==> config.mk <==
export PLATFORM = sky130hd
export DESIGN_NAME = dpb_div_cell
export DESIGN_NICKNAME = d
export VERILOG_FILES = /design/src/rtl/dpb_div_cell.sv
export SDC_FILE = /design/constraint.sdc
export NUM_CORES = 1
export LEC_CHECK = 0
export BUFFER_PORTS_ARGS = -buffer_cell sky130_fd_sc_hd__buf_2
export CORE_ASPECT_RATIO = 1.2
export CORE_UTILIZATION = 50
export CTS_BUF_LIST = sky130_fd_sc_hd__clkbuf_16
export DETAILED_ROUTE_END_ITERATION = 10
export PLACE_DENSITY = 0.85
export SLEW_MARGIN = 20
export SYNTH_ARGS = -nofsm -noshare
export SYNTH_HDL_FRONTEND = slang
export SYNTH_SLANG_ARGS = --single-unit
==> constraint.sdc <==
create_clock -name clk -period 5.6 [get_ports clk]
set_clock_uncertainty 0.2 [all_clocks]
set_input_delay 0.56 -clock clk [delete_from_list [all_inputs] [get_ports clk]]
set_output_delay 0.56 -clock clk [all_outputs]
set_load 0.05 [all_outputs]
==> src/rtl/dpb_div_cell.sv <==
// one restoring division step: one quotient bit per cell
module dpb_div_cell #(
	parameter int DIV_W = 20,
	parameter int NUM_W = 32,
	parameter int QUO_W = 32
) (
	input  logic             clk,
	input  logic             en,
	input  logic [DIV_W-1:0] rem_i,
	input  logic [NUM_W-1:0] num_i,
	input  logic [QUO_W-1:0] quo_i,
	input  logic [DIV_W-1:0] dvs_i,
	output logic [DIV_W-1:0] rem_o,
	output logic [NUM_W-1:0] num_o,
	output logic [QUO_W-1:0] quo_o,
	output logic [DIV_W-1:0] dvs_o
);
	logic [DIV_W:0] trial;
	logic [DIV_W:0] diff;
	logic           ge;

	always_comb begin
		trial = {rem_i, num_i[NUM_W-1]};
		ge    = trial >= {1'b0, dvs_i};
		diff  = trial - {1'b0, dvs_i};
	end

	always_ff @(posedge clk) begin
		if (en) begin
			rem_o <= ge ? diff[DIV_W-1:0] : trial[DIV_W-1:0];
			num_o <= num_i << 1;
			quo_o <= {quo_i[QUO_W-2:0], ge};
			dvs_o <= dvs_i;
		end
	end
endmodule

**Word-level counts from Yosys, hierarchy flattened**

Index checks and enable logic that the tools add are counted.

- Bits in registers: 103
- Bits of input ports: 106
- Output and inout bits: 104
- Logic and storage cells: 7

- $add $sub $neg: 1
- Order comparisons: 1
- Muxes and demuxes: 1

Operator list:

| operator | count |
|---|---|
| $ge 21x20->1 | 1 |
| $mux 20 | 1 |
| $sub 20x20->20 | 1 |

**Longest topological paths before layout**

- Depth after elaboration: 2
- Mapped depth: 11
- Gate-level depth less buffers: 10

**Least setup slack after synthesis**

No wires, ideal clock.

- Kind: input to register
- Start: input port dvs_i[4]
- End: register rem_o[12], data pin
- Data arrival time: 2.300 ns
- Required time: 5.140 ns
- Path slack: 2.840 ns
- Cell stages on the path: 9
- Path buffers: 0
- Path through: inv_1 > ha_1 > a21o_1 > a31oi_1 > nand2_1 > a311o_1 > a21oi_4 > inv_2 > mux2_4

- Longest elaborated chain between the ends: 2
- Elaborated cells between the ends (all ways): 3
- Those cells by class: add/sub: 1; order compare: 1; mux: 1

Ends and longest elaborated chain:

| item | line | RTL |
|---|---|---|
| start: declaration | 12 | `input logic [DIV_W-1:0] dvs_i,` |
| $ge 21x20->1 | 24 | `ge = trial >= {1'b0, dvs_i};` |
| net ge | 20 | `logic ge;` |
| $mux 20 | 30 | `rem_o <= ge ? diff[DIV_W-1:0] : trial[DIV_W-1:0];` |
| end signal: assignment | 30 |  |
| end: declaration | 13 | `output logic [DIV_W-1:0] rem_o,` |

The timed path passes the listed nets, and every way through them passes these cells.
A chain may end at the register's enable or synchronous reset.

**Worst setup path in the final report**

- Start: input port rem_i[3]
- End: register rem_o[7], data pin

- Longest elaborated chain between the ends: 2
- Elaborated cells between the ends (all ways): 3
- Those cells by class: add/sub: 1; order compare: 1; mux: 1

Ends and longest elaborated chain:

| item | line | RTL |
|---|---|---|
| start: declaration | 9 | `input logic [DIV_W-1:0] rem_i,` |
| $ge 21x20->1 | 24 |  |
| net ge | 20 |  |
| $mux 20 | 30 |  |

The timed path passes the listed nets, and every way through them passes these cells.

==> summary.md <==
| Metric | Value |
|---|---|
| Sink Count | `103` |
| Die Footprint | `9250 µm²` |
| Final setup fails | `0` |
| Largest area contributor in the netlist | `edfxtp_1` |
| Die Height | `approximately 110 µm` |
| Detail Route Antenna Nets | `0` |
| Buf+Inv Stages, Crit Path | `2` |
| Pwr dens | `around 350 nW/µm²` |
| Tightest Pin Transition | `0.782 ns` |
| Net Count, Synth | `438` |
| Pin count of the biggest net entering global routing | `67` |
| Worst min path class | `in2reg` |
| Max Transition Viols Final | `0` |
| CP Data Required Time | `around 5.5 ns` |
| Antenna cells | `0` |
| Minimum clock period | `~3.3 ns` |
| Sequential-to-total area share from yosys stat | `0.698` |
| CTS root buffer | `clkbuf_16` |
| Post-synth EDFFs | `about 100` |
| Syn avg cell area | `approximately 14 µm²` |
| Crit path max fanout | `32` |
| Initial Util | `0.515` |
| Final Cell Area | `about 5900 µm²` |
| Rel. slew slack | `0.479` |
| CTS-repair resized insts | `0` |
| FFs w/ async S/R, synth | `0` |
| DP Cell Count | `627` |
| Critical Path Start Type | `input port` |
| Crit Path Class | `in2reg` |
| Total grt overflow | `0` |
| DP Area | `5590 µm²` |
| #FFs+latches synth | `103` |
| Crit path max-delay family | `compound AO/OA/AOI/OAI gates` |
| Distinct cells, synth | `between 40 and 50` |
| Gr usage total | `0.232` |
| Final hold violation count | `0` |
| Bufs on Longest Clock Path | `2` |
| Status | `finished clean` |
| CP endpoint kind | `flip-flop` |
| Leakage power | `roughly 2.6 nW` |
| # DRC | `0` |
| H-tree depth | `3` |
| Postcts setup bufs | `0` |
| Ys Warns | `0` |
| DRT Pass-1 Iters | `5` |
| Max incr delay on CP | `slightly above 0.6 ns` |
| Clock buffer count from CTS | `9` |
| Area of the mapped netlist | `between 4000 and 5000 µm²` |
| CTS clk-pin slew, worst paths | `roughly 0.070 ns` |
| First-pass GRT wire length | `about 16 mm` |
| RSZ-0062 raised after global routing | `false` |
| Synth top area cells | `edfxtp_1, ha_1, o21ai_0` |
| Post-Route WL | `about 10 mm` |
| Most common cell after layout, fill and taps aside | `buf_2` |
| Gpl congestion | `about 0.86` |
| Setup TNS Final | `0 ns` |
| DR iter-0 viols | `around 140` |
| Layout area overhead | `32.1%` |
| Commonest non-fill, non-tap cells in the layout | `buf_2, edfxtp_1, nand2_1, o21ai_0, inv_1` |
| I/O Pins | `210` |
| Vias/cell | `slightly above 5` |
| Period Utilization, post-route | `0.584` |
| Post-synth top area share | `0.698` |
| Synth Instances | `between 300 and 400` |
| Slowest CP cell | `a21oi_4` |
| Vias in the first global route | `~3200` |
| DR WL/cell | `16.2 µm` |
| Nets | `approximately 650` |
| CTS Hold Buffers Added | `0` |
| Port Buffers | `207` |
| Vias | `approximately 3300` |
| Fmax | `a little over 300 MHz` |
| Non-filler instance count after layout | `roughly 640` |
| Arrival time worst endpoint | `3.16 ns` |
| MaxCap Viol Count | `0` |
| Share of layout cells above drive strength 1 | `0.436` |
| Hpwl dp | `8.12 mm` |
| Main flop type after synthesis | `edfxtp_1` |
| # rows | `37` |
| Initial antenna violation count | `0` |
| Max VDD drop | `about 0.16 mV` |
| CTS tree | `yes` |
| Die W | `between 80 and 90 µm` |
| Cell breakdown of the critical path | `buf_2 -> ha_1 -> a21o_1 -> a31oi_1 -> nand2_1 -> a311o_1 -> a21oi_4 -> inv_2 -> mux2_4` |
| Core ar. | `8610 µm²` |
## routing by layer
layer,part of all wire,global-route usage
met1,0.35,0.245
met2,0.51,0.396
met3,0.10,0.0711
met4,0.043,0.141
met5,0,0
## final timing paths
check                     start         to  slack (ns)  cells past startpoint
worst max-delay path   rem_i[3]   rem_o[7]        2.33                      9
worst min-delay path  num_i[24]  num_o[25]        0.19                      1
## cells in the mapped netlist (all sizes together), types with 3 or more instances
| master | instances |
|---|---|
| o21a | 4 |
| nand2 | 32 |
| nand4 | 5 |
| a21oi | 18 |
| inv | 24 |
| mux2 | 4 |
| a211oi | 3 |
| xnor2 | 10 |
| clkbuf | 5 |
| a21o | 7 |
| o21ai | 26 |
| ha | 20 |
| xor2 | 7 |
| nor2 | 10 |
| buf | 4 |
| edfxtp | 103 |
## registers in the layout, summed over array words and instances, names as in the netlist
signal,count
rem_o,20
quo_o,32
dvs_o,20
num_o,31
## final cells by class
class,count,area [µm²]
timing repair buffer,208,1050
sequential,103,3090
clock buffer,9,225
fill,641,2750
clock inverter,6,46.3
multi-input combinational,175,1210
inverter,24,90.1
tap,117,146
## power by group
group / internal, mW / switching, mW / total, mW
combinational: 0.141 / 0.400 / 0.541
sequential: 0.935 / 0.0164 / 0.951
clock: 0.302 / 0.267 / 0.569
## cell families after synthesis
kind of cell	share of synthesized area
other	0.000846
AOI/OAI and AO/OA	0.103
xor gates and xnor gates	0.0336
DFF	0.698
adders and majority gates	0.0609
buffers and inverters	0.0296
and+or+nand+nor	0.0570
muxes	0.0172
## through the flow
stage / power (mW) / hold slack (ns) / utilization / worst slack, ns
CTS: 2.07 / 0.180 / 0.680 / 2.30
finish: 2.06 / 0.191 / 0.680 / 2.33
global route: 2.14 / 0.181 / 0.680 / 2.13
detailed placement: 1.51 / 0.538 / 0.649 / 1.94
global placement: 1.50 / 0.537 / 0.649 / 2.02
floorplan: 1.36 / 0.459 / - / 2.84
Power figures use the tool's default switching activity.
