## src/rtl/dpb_pkg.sv

```systemverilog
// shared types, constants and register codes of the depth pixel back-projection unit
package dpb_pkg;

	localparam int COORD_BITS_DEF = 12;
	localparam int FRAC_BITS_DEF  = 8;

	localparam int FOC_W   = 20;
	localparam int D_W     = 16;
	localparam int LAB_W   = 8;
	localparam int XN_W    = 31;
	localparam int XQ_W    = 32;
	localparam int SQ_W    = 62;
	localparam int NORM_W  = 64;
	localparam int ROOT_W  = 32;
	localparam int REM_W   = 34;
	localparam int Z_W     = 24;
	localparam int XY_W    = 25;
	localparam int PROD_W  = 55;
	localparam int IDX_W   = 3;
	localparam int XDIV_STEPS = 32;
	localparam int ROOT_STEPS = 32;

	localparam logic [FOC_W-1:0] FOCAL_X_RST  = 20'd128000;
	localparam logic [FOC_W-1:0] FOCAL_Y_RST  = 20'd128000;
	localparam logic [FOC_W-1:0] CENTER_X_RST = 20'd81920;
	localparam logic [FOC_W-1:0] CENTER_Y_RST = 20'd61440;
	localparam logic [D_W-1:0]   MIN_RANGE_RST = 16'd0;
	localparam logic [D_W-1:0]   MAX_RANGE_RST = 16'd65535;

	localparam logic [XN_W-1:0] XN_SAT = 31'h7FFF_FFFF;
	localparam logic [Z_W-1:0]  Z_MAX  = 24'hFF_FFFF;
	localparam logic [XY_W-1:0] XY_MAX = 25'h0FF_FFFF;
	localparam logic [XY_W-1:0] XY_MIN = 25'h100_0000;
	localparam logic [NORM_W-1:0] NORM_ONE = 64'h0000_0001_0000_0000;

	typedef enum logic [IDX_W-1:0] {
		REG_FOCAL_X  = 3'd0,
		REG_FOCAL_Y  = 3'd1,
		REG_CENTER_X = 3'd2,
		REG_CENTER_Y = 3'd3,
		REG_MIN_RANGE = 3'd4,
		REG_MAX_RANGE = 3'd5
	} cfg_reg_t;

	// side data while the normalized coordinates are divided out
	typedef struct packed {
		logic             xneg;
		logic             yneg;
		logic             xovf;
		logic             yovf;
		logic [D_W-1:0]   depth;
		logic [LAB_W-1:0] label;
	} side_a_t;

	// side data once the normalized coordinates are known
	typedef struct packed {
		logic             xneg;
		logic             yneg;
		logic [XN_W-1:0]  xn;
		logic [XN_W-1:0]  yn;
		logic [D_W-1:0]   depth;
		logic [LAB_W-1:0] label;
	} side_b_t;

endpackage

```

## src/rtl/dpb_sqrt_cell.sv

```systemverilog
// one digit-by-digit square root step: one root bit per cell
module dpb_sqrt_cell (
	input  logic                         clk,
	input  logic                         en,
	input  logic [dpb_pkg::REM_W-1:0]    rem_i,
	input  logic [dpb_pkg::ROOT_W-1:0]   root_i,
	input  logic [dpb_pkg::NORM_W-1:0]   op_i,
	output logic [dpb_pkg::REM_W-1:0]    rem_o,
	output logic [dpb_pkg::ROOT_W-1:0]   root_o,
	output logic [dpb_pkg::NORM_W-1:0]   op_o
);
	logic [dpb_pkg::REM_W+1:0] cur;
	logic [dpb_pkg::REM_W+1:0] trial;
	logic [dpb_pkg::REM_W+1:0] diff;
	logic                      ge;

	always_comb begin
		cur   = {rem_i, op_i[dpb_pkg::NORM_W-1 -: 2]};
		trial = {2'b00, root_i, 2'b01};
		ge    = cur >= trial;
		diff  = cur - trial;
	end

	always_ff @(posedge clk) begin
		if (en) begin
			rem_o  <= ge ? diff[dpb_pkg::REM_W-1:0] : cur[dpb_pkg::REM_W-1:0];
			root_o <= {root_i[dpb_pkg::ROOT_W-2:0], ge};
			op_o   <= op_i << 2;
		end
	end
endmodule

```

## config.mk

```make
export PLATFORM = sky130hd
export DESIGN_NAME = dpb_sqrt_cell
export DESIGN_NICKNAME = d
export VERILOG_FILES = /design/src/rtl/dpb_pkg.sv /design/src/rtl/dpb_sqrt_cell.sv
export SDC_FILE = /design/constraint.sdc
export NUM_CORES = 1
export LEC_CHECK = 0
export ABC_AREA = 1
export BUFFER_PORTS_ARGS = -buffer_cell sky130_fd_sc_hd__buf_2
export CAP_MARGIN = 20
export CORE_MARGIN = 5
export CORE_UTILIZATION = 54
export CTS_CLUSTER_DIAMETER = 50
export CTS_CLUSTER_SIZE = 8
export DETAILED_ROUTE_END_ITERATION = 6
export GPL_TIMING_DRIVEN = 0
export PLACE_DENSITY = 0.9
export SETUP_SLACK_MARGIN = 0.15
export SYNTH_ARGS = -nofsm -noshare
export SYNTH_HDL_FRONTEND = slang
export SYNTH_SLANG_ARGS = --single-unit
```

## constraint.sdc

```tcl
create_clock -name clk -period 3.22 [get_ports clk]
set_input_delay 0.322 -clock clk [delete_from_list [all_inputs] [get_ports clk]]
set_output_delay 0.322 -clock clk [all_outputs]
set_load 0.005 [all_outputs]
```

==> Word level (Yosys, flattened, before mapping) <==
Cells that the tools add are included.
W data, S select, Z words.
{ "classes": {"add_sub_neg": 1, "magnitude_cmp": 1, "n_mux": 1} }
{ "ops": {"columns": ["operator", "count"], "rows": [
  ["$ge A36 B34 Y1", 1],
  ["$mux W34", 1],
  ["$sub A34 B34 Y34", 1]
]} }
{ "totals": {"regBits": 128, "input_bits": 132} }

==> Logic depth before layout (Yosys ltp) <==
Gate-level depths: netlist of the first run.
{ "logic_depth": {"ltp_word": 2, "ltp_mapped": 16, "ltp_nobuf": 15} }

==> Worst setup path after synthesis of the first run <==
Ideal clock, no wire load.
{ "synth_timing": {"path_type": "input port to flip-flop", "from": "in root_i[13] in the netlist's numbering", "to": "reg rem_o[25] in the netlist's numbering, data pin", "setup_ns": 0.253, "t_arrival_ns": 1.705, "required_time_ns": 2.967, "slack_ns": 1.262, "stages": 15, "n_path_buf": 1, "path_cell_list": "inv_1 ha_1 nand2_1 inv_1 nand2_1 nand2_1 nand2_1 nand2_1 a21oi_1 nand2_1 nand2_1 nand2_4 buf_4 nand3_1 nand2_1"} }
{ "synth_between": {"elab_chain_len": 2, "word_cells_on_any_way": 3} }
{ "synth_lines": {"columns": ["item", "line_no", "rtl"], "rows": [
  ["start: declaration", "dpb_sqrt_cell.sv:6", "input logic [dpb_pkg::ROOT_W-1:0] root_i,"],
  ["$sub A34 B34 Y34 or $ge A36 B34 Y1 (tied branches)", "dpb_sqrt_cell.sv:21, dpb_sqrt_cell.sv:20", null],
  ["$mux W34 (*)", "dpb_sqrt_cell.sv:26", "rem_o <= ge ? diff[dpb_pkg::REM_W-1:0] : cur[dpb_pkg::REM_W-1:0];"],
  ["end signal: assignment", "dpb_sqrt_cell.sv:26", null],
  ["end: declaration", "dpb_sqrt_cell.sv:8", "output logic [dpb_pkg::REM_W-1:0] rem_o,"]
]} }
Every way passes the cells marked *; elsewhere a longest branch is shown, timed or not.
A chain may end at the register's enable or synchronous reset.

==> Worst setup path in the final report of the first run <==
{ "layout_timing": {"from": "in root_i[5] in the netlist's numbering", "to": "reg rem_o[29] in the netlist's numbering, data pin"} }
Same word-level chain as after synthesis.

==> results.sh, run 1 <==
export IMPL_status="finished, final reports clean"
export IMPL_crit_slowest_cell="o21ai_0"
export IMPL_antenna_found_initial=2
export IMPL_numCtsBuffers=17
export IMPL_h_tree_depth=4
export IMPL_setup_violations=0
export IMPL_grtUsageTotal_pct=25.9
export IMPL_path_cells="buf_2, inv_1, ha_1, nand2_1, nor2_1, nand2_1, o21ai_0, nand2_1, nand2_1, nand2_1, nand3_1, nand2_1"
export IMPL_cp_max_fo=4
export IMPL_fin_crit_ns=2.16
export IMPL_yosysSeqAreaShare_pct=55.7
export IMPL_tns_ns=0
export IMPL_clockBufferDepth=2
export IMPL_fin_area_mm2=0.00904
export IMPL_grt_setup_unrepaired="false"
export IMPL_die_area_mm2=0.0151
export IMPL_dr_pass1_iters=5
export IMPL_avgViaCountPerCell=4.91
export IMPL_drv_cap=0
export IMPL_vias=6090
export IMPL_dr_first_iter_drc_count=332
export IMPL_cts_root_buf="clkbuf_16"
export IMPL_syn_area_mm2=0.00690
export IMPL_place_ws_ns=0.657
export IMPL_core_area_mm2=0.0126
export IMPL_wl_per_cell_um=15.9
export IMPL_power_density_mw_per_mm2=542
export IMPL_cts_resized=0
export IMPL_slew_headroom_pct=50.0
export IMPL_cpPeakStageDelay_ns=0.61
export IMPL_grt_max_degree=95
export IMPL_cts_tree="yes"
export IMPL_synth_simple_area_share_pct=23.9
export IMPL_yosys_warnings=0
export IMPL_hold_violations=0
export IMPL_grt_pass1_wl_mm=29.7
export IMPL_synth_mux_area_share_pct=0
export IMPL_startpoint_type="input pin"
export IMPL_grt_ovfl_total=0
export IMPL_rows=41
export IMPL_cp_required_ns=3.39
export IMPL_drc=0
export IMPL_placed_area_mm2=0.00845
export IMPL_leakage_nw=4.67
export IMPL_grt_pass1_vias=5925
export IMPL_ir_worst_vdd_v=0.000272
export IMPL_ctsHoldBuffers=0
export IMPL_final_cell_mix="288 x nand2_1, 258 x buf_2, 139 x inv_1"
export IMPL_pin_count=262
export IMPL_worst_pin_slew_ns=0.742
export IMPL_setup_worst_path_end_class="flop"
export IMPL_post_route_period_util_pct=67.1
export IMPL_die_x_um=123
export IMPL_dp_final_hpwl_mm=15.8
export IMPL_drive_gt1_share_pct=29.3
export IMPL_port_buffers=259
export IMPL_layout_setup_ws_ns=1.06
export IMPL_final_common_cell="nand2_1"
export IMPL_synthesis_instances=775
export IMPL_synth_fa_ha_area_share_pct=6.17
export IMPL_cts_setup_buffers=0
export IMPL_synth_compound_area_share_pct=3.21
export IMPL_postRouteAntennaNets=0
export IMPL_synth_top_family_by_area="simple AND/OR/NAND/NOR gates"
export IMPL_syn_avg_cell_area_um2=8.90
export IMPL_initial_utilization_pct=54.9
export IMPL_cts_sinks=128
export IMPL_path_class="in -> reg"
export IMPL_fmax_mhz=463
export IMPL_crit_arrival_ns=2.33
export IMPL_place_gp_congestion=0.966
export IMPL_ys_seq_elements=128
export IMPL_drt_total_wl_mm=19.7
export IMPL_clkTransAtPathRegs_ns=0.06
export IMPL_final_nets=1221
export IMPL_die_h_um=123
export IMPL_synth_cell_type_count=25
export IMPL_cpMostUsedCell="nand2_1"
export IMPL_final_max_slew_viol_count=0
export IMPL_area_growth_syn_to_layout_pct=31.1
export IMPL_synth_xor_area_share_pct=2.29
export IMPL_holdWs_ns=0.0833
export IMPL_min_path_type="in -> reg"
-- worst max-delay path, delay by kind of cell --
| family | cells | cell delay (ns) |
|---|---|---|
| simple gates | 8 | 0.91 |
| fa+ha+maj | 1 | 0.34 |
| compound gates | 1 | 0.61 |
| buf+inv | 2 | 0.15 |
-- flip-flops by register name (all words and copies together), names as in the netlist --
name,count
op_o,62
root_o,32
rem_o,34
-- synth_stat cells --
| cell | count | share of area (%) |
|---|---|---|
| ha_1 | 34 | 6.2 |
| conb_1 | 1 | 0.054 |
| nand2_2 | 2 | 0.18 |
| or2_2 | 1 | 0.091 |
| o21bai_1 | 3 | 0.33 |
| a21oi_2 | 1 | 0.13 |
| buf_4 | 5 | 0.54 |
| o21ai_0 | 13 | 0.94 |
| xnor2_1 | 3 | 0.38 |
| inv_4 | 1 | 0.091 |
| inv_1 | 139 | 7.6 |
| nand3_1 | 38 | 2.8 |
| nand3b_1 | 4 | 0.44 |
| nand2_4 | 1 | 0.16 |
| and2_1 | 3 | 0.27 |
| nor3_1 | 3 | 0.22 |
| buf_6 | 3 | 0.49 |
| nor2_2 | 8 | 0.73 |
| nor2_1 | 49 | 2.7 |
| nand4_1 | 6 | 0.54 |
| xor2_1 | 15 | 1.9 |
| nand2_1 | 288 | 16 |
| a21oi_1 | 25 | 1.8 |
| nand3_2 | 1 | 0.15 |
| edfxtp_1 | 128 | 56 |
-- where the power goes --
part	switching [mW]	internal, mW
clock network	0.707	1.21
logic	0.545	0.360
registers	0.0395	2.04
-- stage by stage --
| step | power [mW] | utilization, % | cells |
|---|---|---|---|
| after floorplan | 2.57 | - | 776 |
| after CTS | 4.93 | 71.9 | 1239 |
| after global routing | 5.14 | 71.9 | 1241 |
| after detailed placement | 3.00 | 67.2 | 1208 |
| after global placement | 2.97 | 66.9 | 1207 |
| final | 4.90 | 71.9 | 1241 |
-- cells by family (layout without fill, tap and decap cells) --
family,after synthesis,in the layout
DFF,128,128
xor gates and xnor gates,18,18
adders and majority gates,34,34
other,1,4
AOI/OAI and AO/OA,42,42
buffers and inverters,148,439
and+or+nand+nor,404,404
-- cell type report --
type                       count  area (µm²)
clock inverter                13         161
sequential                   128        3840
fill                         948        3530
tap                          172         215
multi-input combinational    500        2460
timing repair buffer         260        1330
buffer                         8        71.3
clock buffer                  18         429
inverter                     140         528
antenna                        2        5.00
-- worst paths after layout --
| path | from | to | slack [ns] | cells after the start |
|---|---|---|---|---|
| hold / removal | op_i[60] | op_o[62] | 0.08 | 1 |
| setup / recovery | root_i[5] | rem_o[29] | 1.06 | 12 |
-- metal layers --
layer  share of wire [%]  vias up  routed length, µm  global-route usage [%]
li1                    -     3025                  -                       -
met1                  38     2754               7390                    29.9
met2                  52      268              10200                    47.2
met3                 7.9       43               1560                    5.26
met4                 2.7        0                529                    9.90
met5                   0        -                  0                       0
Note: power is estimated with default switching activity, not from simulation.
==> run 2, diff against run 1 <==
--- a/config.mk
+++ b/config.mk
@@ -9,12 +9,12 @@
 export BUFFER_PORTS_ARGS = -buffer_cell sky130_fd_sc_hd__buf_2
 export CAP_MARGIN = 20
 export CORE_MARGIN = 5
-export CORE_UTILIZATION = 54
+export CORE_UTILIZATION = 50
 export CTS_CLUSTER_DIAMETER = 50
 export CTS_CLUSTER_SIZE = 8
 export DETAILED_ROUTE_END_ITERATION = 6
 export GPL_TIMING_DRIVEN = 0
-export PLACE_DENSITY = 0.9
+export PLACE_DENSITY = 0.84
 export SETUP_SLACK_MARGIN = 0.15
 export SYNTH_ARGS = -nofsm -noshare
 export SYNTH_HDL_FRONTEND = slang
==> constraint.sdc (replaced) <==
create_clock -name clk -period 2.2 [get_ports clk]
set_input_delay 0.22 -clock clk [delete_from_list [all_inputs] [get_ports clk]]
set_output_delay 0.22 -clock clk [all_outputs]
set_load 0.005 [all_outputs]
==> results.sh, run 2 (synthesized netlist as in run 1, its figures left out) <==
export IMPL_status="finished, final reports clean"
export IMPL_top_regs="op_o x62, rem_o x34, root_o x32"
export IMPL_grtUsageTotal_pct=28.3
export IMPL_ff_latch_area_mm2=0.00384
export IMPL_drv_cap=0
export IMPL_pin_count=262
export IMPL_fin_crit_ns=1.94
export IMPL_wl_met2_mm=11.9
export IMPL_ir_worst_vdd_v=0.000521
export IMPL_dr_pass1_iters=6
export IMPL_startpoint_type="input pin"
export IMPL_cp_max_fo=10
export IMPL_leakage_nw=5.05
export IMPL_wl_met3_mm=1.81
export IMPL_dr_first_iter_drc_count=584
export IMPL_min_path_type="in -> reg"
export IMPL_port_buffers=259
export IMPL_routedLengthMet1_mm=8.75
export IMPL_cts_root_buf="clkbuf_16"
export IMPL_max_flop_register="op_o"
export IMPL_h_tree_depth=4
export IMPL_final_common_cell="nand2_1"
export IMPL_grt_ovfl_total=0
export IMPL_avgViaCountPerCell=4.98
export IMPL_die_h_um=127
export IMPL_fmax_mhz=516
export IMPL_cp_required_ns=2.37
export IMPL_vias=6702
export IMPL_core_area_mm2=0.0137
export IMPL_dp_final_hpwl_mm=16.2
export IMPL_place_gp_congestion=0.914
export IMPL_drt_total_wl_mm=23.4
export IMPL_drc=0
export IMPL_multi_input_area_mm2=0.00252
export IMPL_area_growth_syn_to_layout_pct=45.5
export IMPL_wl_per_cell_um=17.4
export IMPL_setup_worst_path_end_class="flop"
export IMPL_antenna_found_initial=3
export IMPL_final_nets=1316
export IMPL_clockBufferDepth=2
export IMPL_initial_utilization_pct=50.3
export IMPL_die_area_mm2=0.0162
export IMPL_numCtsBuffers=17
export IMPL_clkTransAtPathRegs_ns=0.06
export IMPL_utilization_pct=73.2
export IMPL_postRouteAntennaNets=0
export IMPL_grt_pass1_wl_mm=34.9
export IMPL_power_density_mw_per_mm2=728
export IMPL_rows=43
export IMPL_setup_violations=0
export IMPL_crit_arrival_ns=2.11
export IMPL_total_power_mw=7.31
export IMPL_grt_pass1_vias=6443
export IMPL_die_x_um=127
export IMPL_drive_gt1_share_pct=28.1
export IMPL_path_class="in -> reg"
export IMPL_hold_violations=0
export IMPL_cts_tree="yes"
export IMPL_n_fill_cell=989
export IMPL_grt_max_degree=81
export IMPL_final_cell_mix="285 x nand2_1, 258 x buf_2, 139 x inv_1"
export IMPL_grt_setup_unrepaired="false"
export IMPL_final_max_slew_viol_count=0
export IMPL_largest_register_ffs=62
export IMPL_cts_sinks=128
export IMPL_post_route_period_util_pct=88.1
export IMPL_top_layer="met4"
[run 2: changes by cell type in the layout (fill, tap and decap cells not counted), sizes merged]
cell and delta:
dlygate4sd3 +93, buf +2, clkinvlp +2, bufinv -1, diode +1
[run 2: critical path, stage by stage]
cell           delay (ns)
dlygate4sd3_1        0.53
buf_2                0.11
inv_1                0.04
ha_1                 0.33
nand3_1              0.12
nor2_1               0.12
nand2_1              0.09
nand2_4              0.16
inv_4                0.09
buf_6                0.15
nand2_1              0.07
nand2_1              0.07
[run 2: layout make-up]
| class | count | area share, % |
|---|---|---|
| antenna | 3 | 0.0748 |
| sequential | 128 | 38.3 |
| tap | 180 | 2.24 |
| inverter | 140 | 5.26 |
| clock buffer | 18 | 4.28 |
| clock inverter | 14 | 1.40 |
| multi-input combinational | 500 | 25.1 |
| timing repair buffer | 355 | 22.7 |
| buffer | 8 | 0.710 |
[run 2: routing by layer]
metal  GRT usage [%]  vias up
li1                -     3231
met1            32.4     3062
met2            49.8      349
met3            6.56       60
met4            13.4        0
met5               0        -
[run 2: path summary, 6_finish.rpt]
check,start,to,slack (ns),cells past startpoint
setup / recovery,root_i[30],rem_o[22],0.26,12
hold / removal,rem_i[6],rem_o[8],0.08,3
[run 2: per-stage QoR]
| step | setup WS [ns] | hold WS (ns) | instance area [µm²] | instances | TNS, ns |
|---|---|---|---|---|---|
| floorplan | 0.344 | 0.319 | 6900 | 776 | 0 |
| global placement | -0.466 | 0.396 | 8420 | 1215 | -62.82 |
| detailed placement | -0.224 | 0.398 | 8460 | 1216 | -5.37 |
| CTS | 0.236 | 0.00338 | 9950 | 1340 | 0 |
| global route | 0.135 | 0.0836 | 10000 | 1346 | 0 |
| finish | 0.261 | 0.0773 | 10000 | 1346 | 0 |
[run 2: timing repair]
| item | in CTS | in global routing |
|---|---|---|
| gates resized for setup | 0 | 16 |
| endpoints found under the setup margin | 0 | 31 |
| setup buffers | 0 | 2 |
| hold buffers | 92 | 1 |
| endpoints found under the hold margin | 92 | 1 |
[run 2: where the power goes]
| part | leakage, nW | switching, mW | total (mW) | internal, mW |
|---|---|---|---|---|
| clock | 0.272 | 1.09 | 2.75 | 1.66 |
| sequential | 1.25 | 0.0690 | 3.05 | 2.98 |
| combinational | 3.53 | 0.861 | 1.51 | 0.648 |
| total | 5.05 | 2.02 | 7.31 | 5.29 |
==> run 3, diff against run 2 <==
--- a/config.mk
+++ b/config.mk
@@ -8,8 +8,11 @@
 export ABC_AREA = 1
 export BUFFER_PORTS_ARGS = -buffer_cell sky130_fd_sc_hd__buf_2
 export CAP_MARGIN = 20
+export CELL_PAD_IN_SITES_DETAIL_PLACEMENT = 0
+export CELL_PAD_IN_SITES_GLOBAL_PLACEMENT = 1
+export CORE_ASPECT_RATIO = 1.25
 export CORE_MARGIN = 5
-export CORE_UTILIZATION = 50
+export CORE_UTILIZATION = 36
 export CTS_CLUSTER_DIAMETER = 50
 export CTS_CLUSTER_SIZE = 8
 export DETAILED_ROUTE_END_ITERATION = 6
==> results.sh, run 3 (synthesized netlist as in run 1, its figures left out) <==
export IMPL_status="finished, final reports clean"
export IMPL_cts_tree="yes"
export IMPL_place_ws_ns=-0.351
export IMPL_instances_no_fill=1392
export IMPL_cts_root_buf="clkbuf_16"
export IMPL_layout_setup_ws_ns=0.261
export IMPL_post_route_period_util_pct=88.1
export IMPL_clkTransAtPathRegs_ns=0.06
export IMPL_postRouteAntennaNets=0
export IMPL_drc=0
export IMPL_hold_violations=0
export IMPL_power_density_mw_per_mm2=723
export IMPL_fin_crit_ns=1.94
export IMPL_place_gp_congestion=0.925
export IMPL_fmax_mhz=516
export IMPL_cp_max_fo=10
export IMPL_grt_max_degree=81
export IMPL_cp_required_ns=2.37
export IMPL_placed_area_mm2=0.00852
export IMPL_leakage_nw=5.06
export IMPL_dr_pass1_iters=4
export IMPL_cts_sinks=128
export IMPL_path_class="in -> reg"
export IMPL_final_common_cell="nand2_1"
export IMPL_largest_register_ffs=62
export IMPL_grtUsageTotal_pct=19.2
export IMPL_core_area_mm2=0.0188
export IMPL_grt_setup_unrepaired="true"
export IMPL_grt_ovfl_total=0
export IMPL_final_nets=1313
export IMPL_max_flop_register="op_o"
export IMPL_initial_utilization_pct=36.6
export IMPL_holdWs_ns=0.0174
export IMPL_top_regs="op_o x62, rem_o x34, root_o x32"
export IMPL_die_h_um=165
export IMPL_numCtsBuffers=17
export IMPL_crit_arrival_ns=2.10
export IMPL_port_buffers=259
export IMPL_holdPathStages=1
export IMPL_vias=6142
export IMPL_hold_start="root_i[28]"
export IMPL_total_power_mw=7.28
export IMPL_pin_count=262
export IMPL_cts_setup_buffers=0
export IMPL_antenna_found_initial=2
export IMPL_setup_violations=0
export IMPL_final_max_slew_viol_count=0
export IMPL_clockBufferDepth=2
export IMPL_tns_ns=0
export IMPL_area_growth_syn_to_layout_pct=45.9
export IMPL_drv_cap=0
export IMPL_utilization_pct=53.4
export IMPL_startpoint_type="input pin"
export IMPL_rows=56
export IMPL_place_inst=1268
export IMPL_min_path_type="in -> reg"
export IMPL_dr_first_iter_drc_count=302
export IMPL_dp_final_hpwl_mm=16.3
export IMPL_grt_pass1_vias=6467
export IMPL_final_cell_mix="286 x nand2_1, 258 x buf_2, 139 x inv_1"
export IMPL_drive_gt1_share_pct=27.8
export IMPL_h_tree_depth=4
export IMPL_ir_worst_vdd_v=0.000446
export IMPL_drt_total_wl_mm=21.3
export IMPL_hold_end="root_o[29]"
export IMPL_grt_pass1_wl_mm=32.6
export IMPL_die_area_mm2=0.0220
export IMPL_setup_worst_path_end_class="flop"
export IMPL_die_x_um=134
export IMPL_wl_per_cell_um=15.3
export IMPL_fin_area_mm2=0.0101
export IMPL_avgViaCountPerCell=4.41
-- run 3: cell types whose count changed in the layout (fill, tap and decap cells not counted), sizes merged --
cell and change:
diode -2, dlygate4sd3 -1, buf -2, clkinvlp -2, clkbuf -1, clkinv -1, inv +3
-- run 3: cell type report --
class                      instances  area (µm²)
multi-input combinational        500        2490
timing repair buffer             352        2250
fill                            1719        8780
inverter                         140         528
tap                              232         290
clock buffer                      17         425
sequential                       128        3840
antenna                            1        2.50
clock inverter                    14         159
buffer                             8        71.3
-- run 3: where the power goes --
part / total, mW / internal [mW] / leakage [nW] / switching [mW]
Clock: 2.80 / 1.68 / 0.286 / 1.12
Sequential: 3.03 / 2.98 / 1.25 / 0.0542
Combinational: 1.44 / 0.636 / 3.52 / 0.808
-- run 3: worst max-delay path by stage --
stage                          start         to  slack, ns  depth (start not counted)
final                     root_i[30]  rem_o[28]       0.26                         11
after global routing      root_i[30]  rem_o[25]       0.14                         11
after CTS                   op_i[62]  rem_o[25]       0.21                         15
after detailed placement   root_i[5]  rem_o[29]      -0.35                         12
after global placement            en   op_o[40]      -0.52                          1
after floorplan           root_i[13]  rem_o[25]       0.34                         15
-- run 3: repair_timing --
item | 4_1_cts | 5_1_grt
endpoints found under the hold margin | 92 | 0
hold buffers | 92 | 0
setup endpoints to repair | 1 | 30
resized for setup | 1 | 9
-- run 3: per-layer routing --
metal,part of all wire [%],vias up,GRT usage (%)
li1,-,3208,-
met4,1.4,2,5.57
met2,53,201,37.2
met5,0.089,-,0
met3,6.4,23,4.45
met1,39,2708,20.5
-- run 3: worst max-delay path, cell delays in order --
cell and delay, ns:
dlygate4sd3_1 0.52, buf_2 0.10, inv_1 0.04, ha_1 0.32, nand3_1 0.14, a21oi_2 0.04, nor2_1 0.17, nand2_4 0.14
buf_4 0.21, nand3_1 0.12, nand2_1 0.06
